--- src/hw/rtl/eer_pkg.sv ---
package eer_pkg;

   localparam int MAX_ITEMS = 256;
   localparam int ADDR_W    = $clog2(MAX_ITEMS);
   localparam int CNT_W     = $clog2(MAX_ITEMS + 1);
   localparam int PROD_W    = 2 * CNT_W;
   localparam int NUM_W     = PROD_W + 1;
   localparam int SCORE_W   = 16;
   localparam int FRAC_W    = 16;
   localparam int EER_W     = FRAC_W + 1;
   localparam int QUO_W     = EER_W + 1;
   localparam int DIV_W     = NUM_W + QUO_W;
   localparam int DIV_STEPS = QUO_W;
   localparam int STEP_W    = $clog2(DIV_STEPS);

   localparam logic [EER_W-1:0] EER_ONE = EER_W'(1) << FRAC_W;

   typedef struct packed {
      logic [SCORE_W-1:0] score;
      logic               label;
   } entry_type;

   typedef struct packed {
      logic              wr_en;
      logic [ADDR_W-1:0] wr_addr;
      entry_type         wr_data;
      logic              rd_en;
      logic [ADDR_W-1:0] rd_addr;
   } mem_req_type;

   typedef enum logic [3:0] {
      ST_IDLE,
      ST_INS_RD,
      ST_INS_CMP,
      ST_INS_PUT,
      ST_CHECK,
      ST_PN,
      ST_SC_RD,
      ST_SC_CMP,
      ST_MUL_TP,
      ST_MUL_FP,
      ST_TEST,
      ST_DIV,
      ST_OUT
   } state_type;

endpackage

--- src/hw/rtl/eer_div.sv ---
// Restoring divider, one quotient bit per cycle.
// quo = round(num * 2^16 / den), ties up, clamped to 1.0.
module eer_div (
   input  logic                       clock,
   input  logic                       reset,
   input  logic                       start,
   input  logic [eer_pkg::NUM_W-1:0]  num,
   input  logic [eer_pkg::NUM_W-1:0]  den,
   output logic                       done,
   output logic [eer_pkg::EER_W-1:0]  quo
);

   logic                        busy_ff;
   logic                        busy_in;
   logic                        done_ff;
   logic                        done_in;
   logic [eer_pkg::STEP_W-1:0]  step_ff;
   logic [eer_pkg::DIV_W-1:0]   rem_ff;
   logic [eer_pkg::DIV_W-1:0]   dsh_ff;
   logic [eer_pkg::QUO_W-1:0]   q_ff;
   logic                        fits;

   assign fits = (rem_ff >= dsh_ff);

   always_comb begin
      busy_in = busy_ff;
      done_in = 1'b0;
      if (start) begin
         busy_in = 1'b1;
      end else if (busy_ff && (step_ff == '0)) begin
         busy_in = 1'b0;
         done_in = 1'b1;
      end
   end

   always_ff @(posedge clock) begin
      if (reset) begin
         busy_ff <= 1'b0;
         done_ff <= 1'b0;
      end else begin
         busy_ff <= busy_in;
         done_ff <= done_in;
      end
   end

   // dividend num*2^17 + den over divisor 2*den, shifted up by 17
   always_ff @(posedge clock) begin
      if (start) begin
         rem_ff  <= eer_pkg::DIV_W'({num, {(eer_pkg::FRAC_W + 1){1'b0}}})
                    + eer_pkg::DIV_W'(den);
         dsh_ff  <= {den, {eer_pkg::QUO_W{1'b0}}};
         step_ff <= eer_pkg::STEP_W'(eer_pkg::DIV_STEPS - 1);
         q_ff    <= '0;
      end else if (busy_ff) begin
         if (fits) begin
            rem_ff <= rem_ff - dsh_ff;
         end
         q_ff    <= {q_ff[eer_pkg::QUO_W-2:0], fits};
         dsh_ff  <= dsh_ff >> 1;
         step_ff <= step_ff - eer_pkg::STEP_W'(1);
      end
   end

   assign done = done_ff;
   assign quo  = (q_ff > eer_pkg::QUO_W'(eer_pkg::EER_ONE)) ? eer_pkg::EER_ONE
                                                            : q_ff[eer_pkg::EER_W-1:0];

endmodule

--- config.mk ---
export PLATFORM = sky130hd
export DESIGN_NAME = eer_div
export DESIGN_NICKNAME = d
export VERILOG_FILES = /design/src/hw/rtl/eer_pkg.sv /design/src/hw/rtl/eer_div.sv
export SDC_FILE = /design/constraint.sdc
export NUM_CORES = 1
export LEC_CHECK = 0
export BUFFER_PORTS_ARGS = -buffer_cell sky130_fd_sc_hd__buf_2
export CORE_UTILIZATION = 55
export DETAILED_ROUTE_END_ITERATION = 8
export GPL_TIMING_DRIVEN = 0
export PLACE_DENSITY = 0.73
export SYNTH_ARGS = -nofsm -noshare
export SYNTH_HDL_FRONTEND = slang
export SYNTH_SLANG_ARGS = --single-unit
--- constraint.sdc ---
create_clock -name clock -period 4.85 [get_ports clock]
set_input_delay 0.2425 -clock clock [delete_from_list [all_inputs] [get_ports clock]]
set_output_delay 0.2425 -clock clock [all_outputs]
set_load 0.03 [all_outputs]
==> results.toml <==
[outcome]
outcome = "finished, violations left"
violations = "design-rule violations"

[synth]
synth_flop_cell = "edfxtp_1"
synth_area_um2 = 6563
async_flop_share = 0
yosysSeqAreaShare = 0.3874
syn_area_per_cell_um2 = 8.669
synth_nets = 841
ys_ff_latch = 99
synth_cells = 757
synth_edf_count = 56
synth.distinct_cells = 63
yosys_warnings = 0

[clocking]
cts_root_buffer = "clkbuf_16"
max-clock-path-buffers = 2
clk_pin_slew_ns = 0.07
cts_hold_buf = 0
cts_buffers = 9
insertion_delay_ns = 0.36
cts_tree = "built"
post_cts_buffers = 0
cts_max_level = 3
cts_sinks = 99
cts_resized = 0

[global_route]
grt_usage = 0.2846
grtUsageMet1 = 0.3553
antenna_found_initial = 0
grt_pass1_wl_um = 27550
overflow = 0
grtUsageMet2 = 0.4992
grt_pass1_vias = 5519
use_met3 = 0.05194
grt_busiest_layer = "met2"
grt_max_degree = 23

[sta]
setup_viol = 0
finalMaxSlewViolations = 0
max_freq_mhz = 283.6
maxSlewHeadroom = 0.4922
finalHoldViolations = 0
skew_ns = 0.01071
whs_ns = 0.05519
fin_crit_ns = 3.527
rsz0062_at_grt = "no"
worst_slew_pin_slew_ns = 0.7617
fin_crit_sh = 0.7271

[die]
die_area_um2 = 12370
die_h_um = 111.2
start_util = 0.5699
std_cell_rows = 39
die_x_um = 111.2
ioPinCount = 59
core_area_um2 = 11520

[drt]
avgRoutedWirePerCell_um = 17.10
routed_wirelength_um = 16660
drt_iter0_drc = 482
vias = 5618
ant_nets = 0
viasPerCell = 5.768
dr.pass1.iters = 7
route.detailed.drc = 6

[power_and_ir_drop]
cellLeakagePower_nw = 3.136
ir_drop_mv = 0.2161
power.density_nw_per_um2 = 424.5

[layout]
num_antenna_cells = 0
syn_to_final_growth_pct = 12.01
finish.instance_area_um2 = 7351
finish.net_count = 910
fin_util = 0.6383
final_layout_size_suffix_gt1_frac = 0.1011

[placement]
place_congestion = 0.8789
postPlaceCellArea_um2 = 7062
hpwl_um = 12710
io_buffers = 57

[worst_setup_path]
criticalPathCategory = "register to register"
reg2reg_slack_ns = 1.32
timing.rr.end = "rem_ff[32]"
crit_arrival_ns = 3.63
cp-end-kind = "register"
worstPathRequired_ns = 4.96
r2r_start = "dsh_ff[12]"
ff2ff_path_depth = 11
startpoint_type = "register"
cp_max_fo = 22

[worst_hold_path]
holdCritPathClass = "input pin to register"
hp-start = "reset"
worstHoldPathCells = 2
min_to = "busy_ff"

[job]
drv_cap = 0
==> logic make-up after synthesis <==
family                   synth area share
flip-flops                         0.3874
AND/OR/NAND/NOR                    0.1884
adder cells (fa/ha/maj)           0.08427
multiplexers                      0.05644
buffers and inverters             0.05567
AO/OA/AOI/OAI                      0.1678
XOR/XNOR                          0.06006
==> layout make-up <==
type,instances,area (µm²)
Tap cell,143,178.9
Fill cell,1015,4165
Multi-Input combinational cell,563,3670
Sequential cell,99,2542
Buffer,44,173.9
Clock inverter,4,31.28
Inverter,51,191.4
Timing Repair Buffer,58,305.3
Clock buffer,12,257.7
==> metal layers <==
layer	vias to the layer above	share of wire
met3	17	0.048
met1	2658	0.44
met2	157	0.50
li1	2786	-
met5	-	0
met4	0	0.015
==> worst max-delay path by stage <==
| stage | from | to | slack (ns) | cells past startpoint |
|---|---|---|---|---|
| final | dsh_ff[12] | rem_ff[32] | 1.32 | 11 |
| after detailed placement | dsh_ff[3] | rem_ff[22] | 1.43 | 11 |
| after CTS | dsh_ff[1] | rem_ff[23] | 1.41 | 11 |
| after floorplan | dsh_ff[1] | rem_ff[0] | 0.58 | 10 |
| after global routing | dsh_ff[12] | rem_ff[31] | 1.19 | 11 |
| after global placement | dsh_ff[1] | rem_ff[22] | -1.09 | 10 |
==> Yosys cell counts (all sizes together), types with 17 or more instances <==
cell type	instances	area, µm²
edfxtp	56	1682
o21ai	42	210.2
mux2i	37	370.4
nand3	19	95.09
and2	17	106.4
clkbuf	32	120.1
nand2	99	371.6
inv	51	191.4
ha	41	513.0
a21o	25	187.7
xnor2	25	219.0
dfxtp	43	860.8
nor2	76	285.3
a21oi	41	205.2
xor2	20	175.2
==> cells in the final DEF, fill, tap and decap left out, types with 4 or more instances in the layout <==
cell type	instances
xnor2_1	25
edfxtp_1	56
a22o_1	4
xor2_1	20
nand3_1	19
a21oi_1	41
a21o_1	25
nand4_1	13
nand2_1	99
mux2i_1	37
o21bai_1	4
dfxtp_1	43
buf_2	58
o31ai_1	4
o21ai_0	20
ha_1	41
inv_1	51
buf_1	10
a31oi_1	5
clkbuf_1	34
nor3_1	12
a211oi_1	6
o21a_1	5
nor4_1	4
clkbuf_16	10
and2_1	17
nor2_1	76
o21ai_1	22
nor2b_1	10
and3_1	8
==> through the flow <==
step,setup WS (ns),TNS [ns],power (mW),cells
floorplan,0.5834,0,2.085,757
finish,1.323,0,3.120,974
CTS,1.410,0,3.107,974
global route,1.194,0,3.305,974
detailed placement,1.431,0,2.382,958
global placement,-1.086,-40.11,2.351,957
==> worst max-delay path: stages, from the launching register on <==
cell and delay [ns]:
dfxtp_1 0.36, inv_1 0.05, ha_1 0.26, clkbuf_1 0.19, a21oi_1 0.41, nand3_1 0.14
a211oi_2 0.33, nor3_1 0.15, o211a_1 0.23, o31ai_1 0.47, a31oi_4 0.38, buf_12 0.29
==> power breakdown <==
| part | switching [mW] | internal, mW | leakage, nW |
|---|---|---|---|
| Sequential | 0.0431 | 1.04 | 0.911 |
| Clock | 0.335 | 0.385 | 0.143 |
| Combinational | 0.805 | 0.511 | 2.08 |
==> state kept, by name (all words and copies together), names as in the netlist <==
register,cells
busy_ff,1
done,1
dsh_ff,37
q_ff,18
rem_ff,37
step_ff,5
Power figures use the tool's default switching activity.
