**src/hw/rtl/eer_pkg.sv**
```systemverilog
package eer_pkg;

   localparam int MAX_ITEMS = 256;
   localparam int ADDR_W    = $clog2(MAX_ITEMS);
   localparam int CNT_W     = $clog2(MAX_ITEMS + 1);
   localparam int PROD_W    = 2 * CNT_W;
   localparam int NUM_W     = PROD_W + 1;
   localparam int SCORE_W   = 16;
   localparam int FRAC_W    = 16;
   localparam int EER_W     = FRAC_W + 1;
   localparam int QUO_W     = EER_W + 1;
   localparam int DIV_W     = NUM_W + QUO_W;
   localparam int DIV_STEPS = QUO_W;
   localparam int STEP_W    = $clog2(DIV_STEPS);

   localparam logic [EER_W-1:0] EER_ONE = EER_W'(1) << FRAC_W;

   typedef struct packed {
      logic [SCORE_W-1:0] score;
      logic               label;
   } entry_type;

   typedef struct packed {
      logic              wr_en;
      logic [ADDR_W-1:0] wr_addr;
      entry_type         wr_data;
      logic              rd_en;
      logic [ADDR_W-1:0] rd_addr;
   } mem_req_type;

   typedef enum logic [3:0] {
      ST_IDLE,
      ST_INS_RD,
      ST_INS_CMP,
      ST_INS_PUT,
      ST_CHECK,
      ST_PN,
      ST_SC_RD,
      ST_SC_CMP,
      ST_MUL_TP,
      ST_MUL_FP,
      ST_TEST,
      ST_DIV,
      ST_OUT
   } state_type;

endpackage

```
**src/hw/rtl/eer_store.sv**
```systemverilog
// Sorted item list: one write port, one registered read port.
module eer_store (
   input  logic                 clock,
   input  eer_pkg::mem_req_type mem_req,
   output eer_pkg::entry_type   rd_data
);

   eer_pkg::entry_type mem_ff [eer_pkg::MAX_ITEMS];
   eer_pkg::entry_type rd_data_ff;

   always_ff @(posedge clock) begin
      if (mem_req.wr_en) begin
         mem_ff[mem_req.wr_addr] <= mem_req.wr_data;
      end
   end

   // read data holds until the next read
   always_ff @(posedge clock) begin
      if (mem_req.rd_en) begin
         rd_data_ff <= mem_ff[mem_req.rd_addr];
      end
   end

   assign rd_data = rd_data_ff;

endmodule

```
**config.mk**
```make
export PLATFORM = sky130hd
export DESIGN_NAME = eer_store
export DESIGN_NICKNAME = d
export VERILOG_FILES = /design/src/hw/rtl/eer_pkg.sv /design/src/hw/rtl/eer_store.sv
export SDC_FILE = /design/constraint.sdc
export NUM_CORES = 2
export LEC_CHECK = 0
export BUFFER_PORTS_ARGS = -buffer_cell sky130_fd_sc_hd__buf_2
export CAP_MARGIN = 10
export CORE_MARGIN = 5
export CORE_UTILIZATION = 40
export CTS_BUF_LIST = sky130_fd_sc_hd__clkbuf_8
export DETAILED_ROUTE_END_ITERATION = 10
export SLEW_MARGIN = 20
export SYNTH_ARGS = -nofsm -noshare
export SYNTH_HDL_FRONTEND = slang
export SYNTH_MEMORY_MAX_BITS = 65536
export SYNTH_SLANG_ARGS = --single-unit
```
**constraint.sdc**
```tcl
create_clock -name clock -period 4.4 [get_ports clock]
set_clock_uncertainty 0.2 [all_clocks]
set_input_delay 0.44 -clock clock [delete_from_list [all_inputs] [get_ports clock]]
set_output_delay 0.44 -clock clock [all_outputs]
set_load 0.02 [all_outputs]
```
==> results summary <==
The flow ran to the end, and the final reports show no timing, DRC or antenna violations. For the final routed database, the setup TNS stands at 0 ns. The max-slew violation count is 0. The worst max-slew margin expressed relative to the limit is 0.114. The area growth from synthesis to layout is 13.7%. The switching part of the total power is 0.232. In the final routed layout, each cell accounts on average for 32.0 um.

The post-cts hold buffer count is 32. The largest net degree at the start of global routing came out at 144. Yosys mapped a number of flops with a built-in enable equal to 4369. The most frequent cell on the critical path is sky130_fd_sc_hd__buf_12. The final number of hold-violating endpoints is 0. The clock network power share is 0.382. Wires add up to 479 mm. The detailed placement HPWL is 292 mm. The critical path in this run is classified as in2reg.

For this run, the slowest stage of the critical path takes 0.84 ns. The kind of cell with the highest combined delay along the critical path is compound AO/OA/AOI/OAI gates. The post-placement setup slack came out at 0.0378 ns. The number of endpoints failing setup at the final stage is 0.

The maximum net fanout on the critical path came out at 34. The part of the total power dissipated in combinational logic is 0.057. The final worst setup slack is 0.870 ns. For the worst setup path, the data required time is 5.29 ns. The via count is 87000. The number of buffers and inverters on the critical path is 5.

The share of the Yosys chip area taken by registers is 0.772. The total cell area at the placement stage is 180000 um2. The latest clock arrival within the worst-skew pair is 1.24 ns. The number of cell rows came out at 239. The core occupancy in the finished layout came out at 0.456. The synthesized instance count came out at 7797. The clock input transition at the sequential cells of the worst setup and hold paths is 0.06 ns. Across all hold checks on the routed design, the worst slack comes to 0.111 ns.

The die height came out at 662 um. After detailed routing, the number of remaining DRC violations is 0. The critical path goes through dlygate4sd3_1, buf_8, or2_4, buf_12, buf_12, o221ai_1, o22ai_1, o311ai_0, o31ai_1, nor4_2, buf_4, and3_1. The count of nets left with antenna violations once routing finished came out at 0. The number of gates given a new drive strength after cts came out at 0. The final non-filler cell area came out at 193000 um2. The net count of the mapped netlist came out at 7833. The number of cells traversed by the worst hold path is 2.

After synthesis the netlist holds a flip-flop and latch count of 4369. The critical path's slowest cell is sky130_fd_sc_hd__o311ai_0. The die area is 438000 um2. The leakage component of the power came out at 61.9 nW. The total chip power came out at 81.9 mW. The global-route congestion overflow total came out at 0. The area of the placeable core is 423000 um2.

The share of layout cells above drive strength 1 came out at 0.290. The worst setup path is captured at a flop. The critical path launch point type is an input pin. The highest ir drop seen on vdd is 0.000270 V. The filler cell count in the final layout came out at 35400. The average cell area after synthesis came out at 21.8 um2. The via count of the first global-routing pass was 87000.

Data arrives at the worst endpoint at 4.42 ns. The total power density per cell area is 424 nW/um2. The total number of yosys warnings is 0.

The number of maximum-capacitance violations is 0. The cell count along the critical path is 12. The cell-internal power is 62.9 mW.

In the synthesized netlist the dominant register cell turns out to be sky130_fd_sc_hd__edfxtp_1. The aggregate global-route resource usage is 0.215. Leaving out fill and tap cells, the most frequent cell in the layout is sky130_fd_sc_hd__edfxtp_1. For this configuration, the core starts out at a cell density of 0.401. The classification of the worst-slack hold path is in2reg. The number of primary I/O pins is 53. The measured slew at the worst slew-check pin came out at 1.31 ns.

The synthesized area is 170000 um2. Derived from the worst setup path, the maximum achievable clock frequency is 283 MHz. The TritonCTS buffer count came out at 678. The switching power summed over all nets came out at 19.0 mW.

The finished layout holds 15000 standard cells, fillers aside. Setup repair after global routing left no endpoint under its margin. For the worst flop-to-flop path, the logic depth is 8. The final cycle utilization of the critical path came out at 0.802. The number of detailed-route iterations in the first pass came out at 8. The initial antenna violation count is 36.

The first global-routing pass estimated 670 mm of wire. The clock net in this run drives a total of 4369 sinks. The number of cells after detailed placement is 13700. The count of buffers inserted at the top-level ports came out at 52. The deepest level of the CTS H-tree is 6. The fraction of power consumed by sequential logic is 0.561. The die width is 662 um. The post-route minimum period came out at 3.53 ns. In the final design database the tool counted 8803 nets. After the first detailed-routing iteration, the DRC count stood at 12100. Clock tree synthesis selected as its root buffer the cell sky130_fd_sc_hd__clkbuf_8.

The top cell types in the final layout, fill and taps aside, are sky130_fd_sc_hd__edfxtp_1 (4369), sky130_fd_sc_hd__mux4_2 (897), sky130_fd_sc_hd__clkbuf_8 (683). TritonCTS built the clock tree. The congestion estimate from routability-driven global placement came to 0.928. The number of library cell types mapped by synthesis is 73.

In the synthesized netlist the async set-or-reset flop fraction comes to 0. The maximum number of buffers from clock root to sink is 4. The number of vias per cell is 5.81. The post-CTS setup buffer count is 0.
-- final cells by class --
type	count	area (um2)	share of cell area
antenna	34	85.1	0.000441
clock buffer	683	9400	0.0487
timing repair buffer	756	6870	0.0356
sequential	4369	131000	0.679
multi-input combinational	2957	35600	0.185
clock inverter	501	2810	0.0146
tap	5663	7090	0.0367
inverter	5	32.5	0.000168
-- Yosys cell counts (6+ instances only) --
| master | count | area, um2 |
|---|---|---|
| sky130_fd_sc_hd__edfxtp_1 | 4369 | 131000 |
| sky130_fd_sc_hd__mux4_2 | 897 | 20200 |
| sky130_fd_sc_hd__mux2i_1 | 509 | 5090 |
| sky130_fd_sc_hd__nor2_1 | 333 | 1250 |
| sky130_fd_sc_hd__nand2_1 | 216 | 811 |
| sky130_fd_sc_hd__o22ai_1 | 186 | 1160 |
| sky130_fd_sc_hd__clkbuf_1 | 150 | 563 |
| sky130_fd_sc_hd__o221ai_1 | 134 | 1170 |
| sky130_fd_sc_hd__nor3_1 | 109 | 546 |
| sky130_fd_sc_hd__a21oi_1 | 108 | 541 |
| sky130_fd_sc_hd__buf_2 | 95 | 475 |
| sky130_fd_sc_hd__nand3_1 | 65 | 325 |
| sky130_fd_sc_hd__buf_6 | 57 | 642 |
| sky130_fd_sc_hd__mux4_1 | 46 | 1210 |
| sky130_fd_sc_hd__buf_12 | 44 | 881 |
| sky130_fd_sc_hd__o21ai_0 | 42 | 210 |
| sky130_fd_sc_hd__buf_1 | 38 | 143 |
| sky130_fd_sc_hd__buf_4 | 37 | 278 |
| sky130_fd_sc_hd__a22oi_1 | 33 | 248 |
| sky130_fd_sc_hd__buf_8 | 30 | 450 |
| sky130_fd_sc_hd__nand4_1 | 21 | 131 |
| sky130_fd_sc_hd__mux2_2 | 20 | 225 |
| sky130_fd_sc_hd__a211oi_1 | 16 | 120 |
| sky130_fd_sc_hd__a31oi_1 | 14 | 87.6 |
| sky130_fd_sc_hd__nor2b_1 | 14 | 87.6 |
| sky130_fd_sc_hd__nor4_1 | 14 | 87.6 |
| sky130_fd_sc_hd__o311a_1 | 14 | 140 |
| sky130_fd_sc_hd__or3_1 | 14 | 87.6 |
| sky130_fd_sc_hd__a22o_1 | 13 | 114 |
| sky130_fd_sc_hd__o311ai_0 | 13 | 114 |
| sky130_fd_sc_hd__clkbuf_8 | 12 | 165 |
| sky130_fd_sc_hd__o22a_1 | 11 | 96.3 |
| sky130_fd_sc_hd__a32oi_1 | 9 | 78.8 |
| sky130_fd_sc_hd__and3_1 | 8 | 50.1 |
| sky130_fd_sc_hd__a311oi_1 | 6 | 52.6 |
| sky130_fd_sc_hd__and4_1 | 6 | 52.6 |
| sky130_fd_sc_hd__nand3b_1 | 6 | 45.0 |
-- power by group through the flow --
stage / Clock, mW / Combinational (mW) / Sequential, mW
2_1_floorplan: 0 / 2.34 / 46.8
3_3_place_gp: 0 / 4.52 / 46.8
3_5_place_dp: 0 / 4.60 / 46.8
4_1_cts: 31.8 / 4.64 / 46.0
5_1_grt: 33.9 / 4.83 / 45.9
6_report: 31.3 / 4.66 / 46.0
-- state kept, by name, summed over array words and instances, names as in the netlist --
register  count
rd_data      17
mem_ff     4352
-- cells by family (layout without fill, tap and decap cells) --
family / Yosys count / count (layout) / synth area share
compound gates: 649 / 649 / 0.0270
mux: 1472 / 1472 / 0.157
buf+inv: 471 / 1945 / 0.0214
flops: 4369 / 4369 / 0.772
simple gates: 836 / 836 / 0.0219
other cells: 0 / 34 / 0
-- path summary, 6_finish.rpt --
| path | start | end | slack, ns |
|---|---|---|---|
| worst max register to register | mem_ff[105][8]$_DFFE_PP_ | rd_data[8]$_DFFE_PP_ | 1.16 |
| worst min register to register | mem_ff[46][5]$_DFFE_PP_ | rd_data[5]$_DFFE_PP_ | 0.93 |
| worst min-delay path | mem_req[16] | mem_ff[102][7]$_DFFE_PP_ | 0.11 |
| worst max-delay path | mem_req[2] | rd_data[8]$_DFFE_PP_ | 0.87 |
-- routing by layer --
layer  track usage  share of wire
met3        0.0443          0.095
met5             0       0.000092
met2         0.337           0.47
met4        0.0743          0.039
met1         0.300           0.40
(Power assumes the default switching activity.)
