`src/hw/rtl/eer_pkg.sv`:
```
package eer_pkg;

   localparam int MAX_ITEMS = 256;
   localparam int ADDR_W    = $clog2(MAX_ITEMS);
   localparam int CNT_W     = $clog2(MAX_ITEMS + 1);
   localparam int PROD_W    = 2 * CNT_W;
   localparam int NUM_W     = PROD_W + 1;
   localparam int SCORE_W   = 16;
   localparam int FRAC_W    = 16;
   localparam int EER_W     = FRAC_W + 1;
   localparam int QUO_W     = EER_W + 1;
   localparam int DIV_W     = NUM_W + QUO_W;
   localparam int DIV_STEPS = QUO_W;
   localparam int STEP_W    = $clog2(DIV_STEPS);

   localparam logic [EER_W-1:0] EER_ONE = EER_W'(1) << FRAC_W;

   typedef struct packed {
      logic [SCORE_W-1:0] score;
      logic               label;
   } entry_type;

   typedef struct packed {
      logic              wr_en;
      logic [ADDR_W-1:0] wr_addr;
      entry_type         wr_data;
      logic              rd_en;
      logic [ADDR_W-1:0] rd_addr;
   } mem_req_type;

   typedef enum logic [3:0] {
      ST_IDLE,
      ST_INS_RD,
      ST_INS_CMP,
      ST_INS_PUT,
      ST_CHECK,
      ST_PN,
      ST_SC_RD,
      ST_SC_CMP,
      ST_MUL_TP,
      ST_MUL_FP,
      ST_TEST,
      ST_DIV,
      ST_OUT
   } state_type;

endpackage

```
`src/hw/rtl/eer_mul.sv`:
```
// Shared count multiplier, product registered.
module eer_mul (
   input  logic                        clock,
   input  logic [eer_pkg::CNT_W-1:0]   mul_a,
   input  logic [eer_pkg::CNT_W-1:0]   mul_b,
   output logic [eer_pkg::PROD_W-1:0]  prod
);

   logic [eer_pkg::PROD_W-1:0] prod_ff;
   logic [eer_pkg::PROD_W-1:0] prod_in;

   assign prod_in = eer_pkg::PROD_W'(mul_a) * eer_pkg::PROD_W'(mul_b);

   always_ff @(posedge clock) begin
      prod_ff <= prod_in;
   end

   assign prod = prod_ff;

endmodule

```
`config.mk`:
```
export PLATFORM = sky130hd
export DESIGN_NAME = eer_mul
export DESIGN_NICKNAME = d
export VERILOG_FILES = /design/src/hw/rtl/eer_pkg.sv /design/src/hw/rtl/eer_mul.sv
export SDC_FILE = /design/constraint.sdc
export NUM_CORES = 1
export LEC_CHECK = 0
export BUFFER_PORTS_ARGS = -buffer_cell sky130_fd_sc_hd__buf_2
export CAP_MARGIN = 40
export CORE_ASPECT_RATIO = 1.2
export CORE_MARGIN = 3
export CORE_UTILIZATION = 40
export CTS_CLUSTER_SIZE = 40
export DETAILED_ROUTE_END_ITERATION = 10
export GPL_TIMING_DRIVEN = 0
export HOLD_SLACK_MARGIN = 0.02
export MAX_ROUTING_LAYER = met4
export PLACE_DENSITY = 0.65
export SYNTH_ARGS = -nofsm -noshare
export SYNTH_HDL_FRONTEND = slang
export SYNTH_SLANG_ARGS = --single-unit
```
`constraint.sdc`:
```
create_clock -name clock -period 6 [get_ports clock]
set_input_delay 0.6 -clock clock [delete_from_list [all_inputs] [get_ports clock]]
set_output_delay 0.6 -clock clock [all_outputs]
set_load 0.01 [all_outputs]
```
==> run_results.csv, run 1 <==
group,metric,value,unit
route,routedWlPerCell,13.0,um
synth,netlist.area_leader.share,0.330,
setup_path,cp_max_fo,9,
setup_path,crit_family,"adder cells",
setup_path,worstSetupPathType,"primary input to flip-flop",
die,die_w,85.5,um
synth,synth_largest_area_cell,"fa_1",
synth,syn_avg_cell_area,9.08,um2
synth,syn_area,3030,um2
sta,period_needed,4.50,ns
route,first_iter_violations,64,
sta,tightest_slew,0.462,ns
power,pwr-share-clk,0.091,
grt,grt_pass1_wl,10500,um
final_layout,largest_register_ffs,18,
clocking,cts_buffer_depth,2,
synth,synth_nets,441,
route,drcViolationCount,0,
place,gp_congestion,0.880,
setup_path,cp_slowest_cell,"fa_1",
power,power_frac_seq,0.161,
grt,grt_pass1_vias,2361,
setup_path,max_stage_delay,0.57,ns
die,core,7320,um2
grt,antenna_found_initial,0,
clocking,post-cts-setup-buffers,0,
setup_path,cp_common_cell,"fa_1",
power,power.total,1180,uW
power,p_leak,0.00181,uW
final_layout,nNetsFinal,479,
hold_path,min_from,"mul_a[0]",
setup_path,end_kind,"flip-flop",
die,pin_count,37,
sta,tns,0,ns
route,wl,6010,um
power,powerDensity,350,nW/um2
route,vias,2297,
place,dpl.hpwl,5010,um
grt,grt_max_degree,11,
setup_path,crit_buf_inv,3,
synth,ys_top_cells_by_area,"fa_1 33%, ha_1 16%, dfxtp_1 12%, and2_1 11%, inv_1 9.0%",
grt,grt_use_total,0.154,
outcome,run_status,"complete, no violations",
hold_path,holdPathStages,2,
final_layout,diodes,0,
die,die_area,8670,um2
sta,hold_viol,0,
sta,relSlewSlack,0.689,
die,num_rows,34,
power,comb_power_share,0.748,
clocking,cts_buffers,3,
clocking,holdBufCountCts,0,
clocking,ctsRootBufferMaster,"clkbuf_8",
power,switchingPower,548,uW
synth,synth_common_cells,"73 x inv_1, 51 x and2_1, 50 x fa_1, 38 x ha_1, 34 x nand2_1",
clocking,htreeDepth,1,
final_layout,syn_to_final_growth,11.0,%
power,vdd_ir_drop_max,0.000215,V
flow_run,drv_cap,0,
synth,yosysWarningCount,0,
power,sw_frac_of_total,0.464,
clocking,clk_pin_slew,0.08,ns
final_layout,drive_above_1_share,0.108,
synth,seq_area_frac_synth,0.119,
sta,max_freq,222,MHz
synth,synth_cell_types,33,
clocking,cts_tree,"done",
hold_path,hold_path_class,"primary input to flip-flop",
die,die_h,101,um
setup_path,crit_required,6.16,ns
die,initial_core_util,0.415,
setup_path,crit_path_cell_trace,"buf_2 > and2_1 > fa_1 > fa_1 > fa_1 > inv_1 > fa_1 > inv_1 > ha_1 > a21oi_1 > o21ai_0 > nand3_1 > o311ai_0 > a211o_1",
power,internal_power,632,uW
route,dr.pass1.iters,4,
synth,synth-seq-cells,18,
clocking,clock-sinks,18,
route,ant_nets,0,
setup_path,startpoint_type,"primary input",
route,viasPerCell,4.98,
sta,setup_violations,0,
sta,drv_slew,0,
sta,hold_ws,0.670,ns
final_layout,post-route-util,0.460,
grt,overflow,0,
sta,rsz0062_at_grt,"no",
synth,syn_inst,334,
sta,min_period_over_period,0.750,
setup_path,cp.arrival,4.66,ns
synth,synth-edff-count,0,
synth,synthArstFlopShare,0,
synth,synth_most_common_cell,"inv_1",
synth,synth_flop_cell,"dfxtp_1",
hold_path,hold_path_end,"prod[0]",
clocking,ctsResizeCount,0,
place,io_buffers,33,
## power by group through the flow
stage               combinational [uW]  sequential, uW  clock (uW)
CTS                                898             191         109
global route                      1020             196         113
finish                             882             190         107
detailed placement                 892             194           0
floorplan                          656             224           0
global placement                   867             193           0
## logic make-up after synthesis
| family | count (synthesis) | synth area share |
|---|---|---|
| fa+ha+maj | 88 | 0.487 |
| simple gates | 107 | 0.188 |
| compound gates | 35 | 0.0850 |
| xor+xnor | 9 | 0.0260 |
| flops | 18 | 0.119 |
| buf+inv | 77 | 0.0957 |
## final cells by class
type	count	area, um2
Clock buffer	4	55.1
Sequential cell	18	360
Tap cell	90	113
Inverter	73	274
Multi-Input combinational cell	239	2380
Fill cell	731	3950
Timing Repair Buffer	33	165
Buffer	4	16.3
## layer usage
metal	up-vias	global-route usage	wire length [um]
li1	1103	-	-
met1	1155	0.185	2570
met2	35	0.280	3230
met3	4	0.0163	168
met4	0	0.0329	44
met5	-	-	0
## how the worst max path moves through the flow
stage                  start  endpoint  slack, ns  depth (start not counted)
floorplan           mul_b[2]  prod[16]       1.59                         15
global placement    mul_b[2]  prod[16]       1.27                         15
detailed placement  mul_a[3]  prod[16]       1.22                         14
CTS                 mul_b[2]  prod[16]       1.50                         15
global route        mul_b[2]  prod[16]       1.25                         15
finish              mul_a[3]  prod[16]       1.50                         14
## per-stage QoR
stage	setup WS, ns	std cells	instance area, um2
final	1.50	461	3370
after global routing	1.25	461	3370
after CTS	1.50	461	3370
after detailed placement	1.22	457	3310
after global placement	1.27	457	3310
after floorplan	1.59	334	3030
## cell usage in the layout, fill, tap and decap left out, types with 7 or more instances in the layout
master,synthesis,final
and2_1,51,51
nand2_1,34,34
ha_1,38,38
buf_2,1,34
inv_1,73,73
a21oi_1,10,10
nor2_1,10,10
fa_1,50,50
dfxtp_1,18,18
xnor2_1,7,7
(Power assumes the default switching activity.)
==> run 2: changes to the inputs <==
Clock period 6 ns to 4.5 ns, I/O delays scaled along.
==> run 2 against run 1 <==
Against the previous run: non-clock buffer count did not move; routed wire length rose by 0.45%; combinational power rose by 35%; first-iteration DRC count fell by 1.6%; sequential share of layout area barely moved; final cell count did not move; global-route usage did not move; sequential power rose by 33%; flip-flop and latch count did not move; worst hold slack got worse by 0.15 ns; critical path depth fell by 1; critical path type unchanged; critical endpoint is now prod[17]; largest cell class unchanged.
==> run_results.csv, run 2 (same netlist as run 1, synthesis figures left out) <==
group,metric,value,unit
die,die_h,101,um
place,dpl_worst_slack,-0.128,ns
die,core,7320,um2
grt,grt_pass1_wl,10500,um
route,top_layer,"met4",
final_layout,fillers,732,
route,routedWlPerCell,13.1,um
route,wl_met3,166,um
place,dp.cells,457,
power,pwr-share-clk,0.091,
die,num_rows,34,
clocking,clock-sinks,18,
setup_path,cp_max_fo,9,
final_layout,stdcell_count,461,
grt,grt_max_degree,11,
grt,antenna_found_initial,0,
hold_path,hold_path_class,"primary input to flip-flop",
setup_path,max_stage_delay,0.57,ns
place,dpl.hpwl,5010,um
sta,relSlewSlack,0.689,
setup_path,cp_slowest_cell,"fa_1",
die,initial_core_util,0.415,
route,wl,6040,um
clocking,cts_buffers,3,
route,drcViolationCount,0,
route,dr.pass1.iters,4,
final_layout,post-route-util,0.461,
grt,overflow,0,
clocking,post-cts-setup-buffers,0,
sta,setup_violations,0,
die,pin_count,37,
sta,tns,0,ns
clocking,cts_buffer_depth,2,
setup_path,startpoint_type,"primary input",
power,internal_power,845,uW
flow_run,drv_cap,0,
route,drt-met1-wl,2590,um
grt,grt_use_total,0.154,
final_layout,nNetsFinal,479,
place,io_buffers,33,
route,first_iter_violations,63,
sta,hold_viol,0,
setup_path,end_kind,"flip-flop",
route,viasPerCell,4.98,
sta,min_period_over_period,0.951,
die,die_area,8670,um2
power,comb_power_share,0.749,
sta,rsz0062_at_grt,"no",
setup_path,worstSetupPathType,"primary input to flip-flop",
power,power_frac_seq,0.160,
final_layout,syn_to_final_growth,11.2,%
clocking,cts_tree,"done",
setup_path,crit_path_cell_trace,"buf_2 > and2_1 > fa_1 > fa_1 > fa_1 > inv_1 > fa_1 > inv_1 > ha_1 > a211o_1 > o21a_1 > a22o_1 > a211o_1",
sta,period_needed,4.28,ns
clocking,htreeDepth,1,
power,switchingPower,740,uW
final_layout,largest_register_ffs,18,
setup_path,cp_common_cell,"fa_1",
final_layout,final_cell_mix,"73 x inv_1, 51 x and2_1, 50 x fa_1, 38 x ha_1",
final_layout,diodes,0,
outcome,run_status,"complete, no violations",
power,sw_frac_of_total,0.467,
grt,grt_pass1_vias,2361,
die,die_w,85.5,um
setup_path,cp.arrival,4.43,ns
power,powerDensity,470,nW/um2
sta,fin_ws,0.222,ns
route,wl_met2,3240,um
route,ant_nets,0,
sta,max_freq,234,MHz
clocking,ctsRootBufferMaster,"clkbuf_8",
route,vias,2298,
setup_path,crit_required,4.66,ns
power,p_leak,0.00182,uW
sta,tightest_slew,0.462,ns
final_layout,layout_commonest_cell,"inv_1",
sta,drv_slew,0,
power,vdd_ir_drop_max,0.000288,V
final_layout,drive_above_1_share,0.116,
clocking,clk_pin_slew,0.08,ns
place,gp_congestion,0.880,
-- run 2: cell counts in the layout (fill, tap and decap cells not counted) --
Identical to the previous run, type by type.
-- run 2: worst max-delay path, delay by kind of cell --
family,cells,cell delay (ns)
fa+ha+maj,5,2.49
compound gates,4,1.03
buf+inv,3,0.26
simple gates,1,0.19
-- run 2: final cells by class --
class / count / area (um2) / area share
multi-input cells: 239 / 2390 / 0.708
flip-flops and latches: 18 / 360 / 0.107
inverters: 73 / 274 / 0.0812
repair buffers: 33 / 165 / 0.0490
well taps: 90 / 113 / 0.0334
clock buffers: 4 / 55.1 / 0.0163
plain buffers: 4 / 18.8 / 0.00556
-- run 2: path summary, 6_finish.rpt --
path / startpoint / to / cells past startpoint / slack (ns)
hold / removal: mul_a[0] / prod[0] / 2 / 0.52
setup / recovery: mul_a[2] / prod[17] / 13 / 0.22
-- run 2: metrics by stage --
stage	total power (uW)	hold WS, ns	area [um2]
after floorplan	1170	0.572	3030
after global placement	1410	0.792	3310
after detailed placement	1450	0.798	3310
after CTS	1600	0.523	3370
after global routing	1780	0.530	3370
final	1580	0.520	3370
-- run 2: power by group through the flow --
stage / Combinational, uW / Clock, uW / Sequential [uW]
after global placement: 1160 / 0 / 258
after CTS: 1200 / 145 / 255
after global routing: 1370 / 151 / 262
final: 1190 / 144 / 253
after floorplan: 874 / 0 / 299
after detailed placement: 1190 / 0 / 259
-- run 2: what timing repair did --
action                     CTS  global route
setup endpoints to repair    0             4
resized for setup            0             5
hold buffers                 0             0
-- run 2: per-layer routing --
metal / vias to the layer above / GRT usage
met3: 4 / 0.0163
met4: 0 / 0.0329
met5: - / -
li1: 1103 / -
met1: 1156 / 0.185
met2: 35 / 0.280
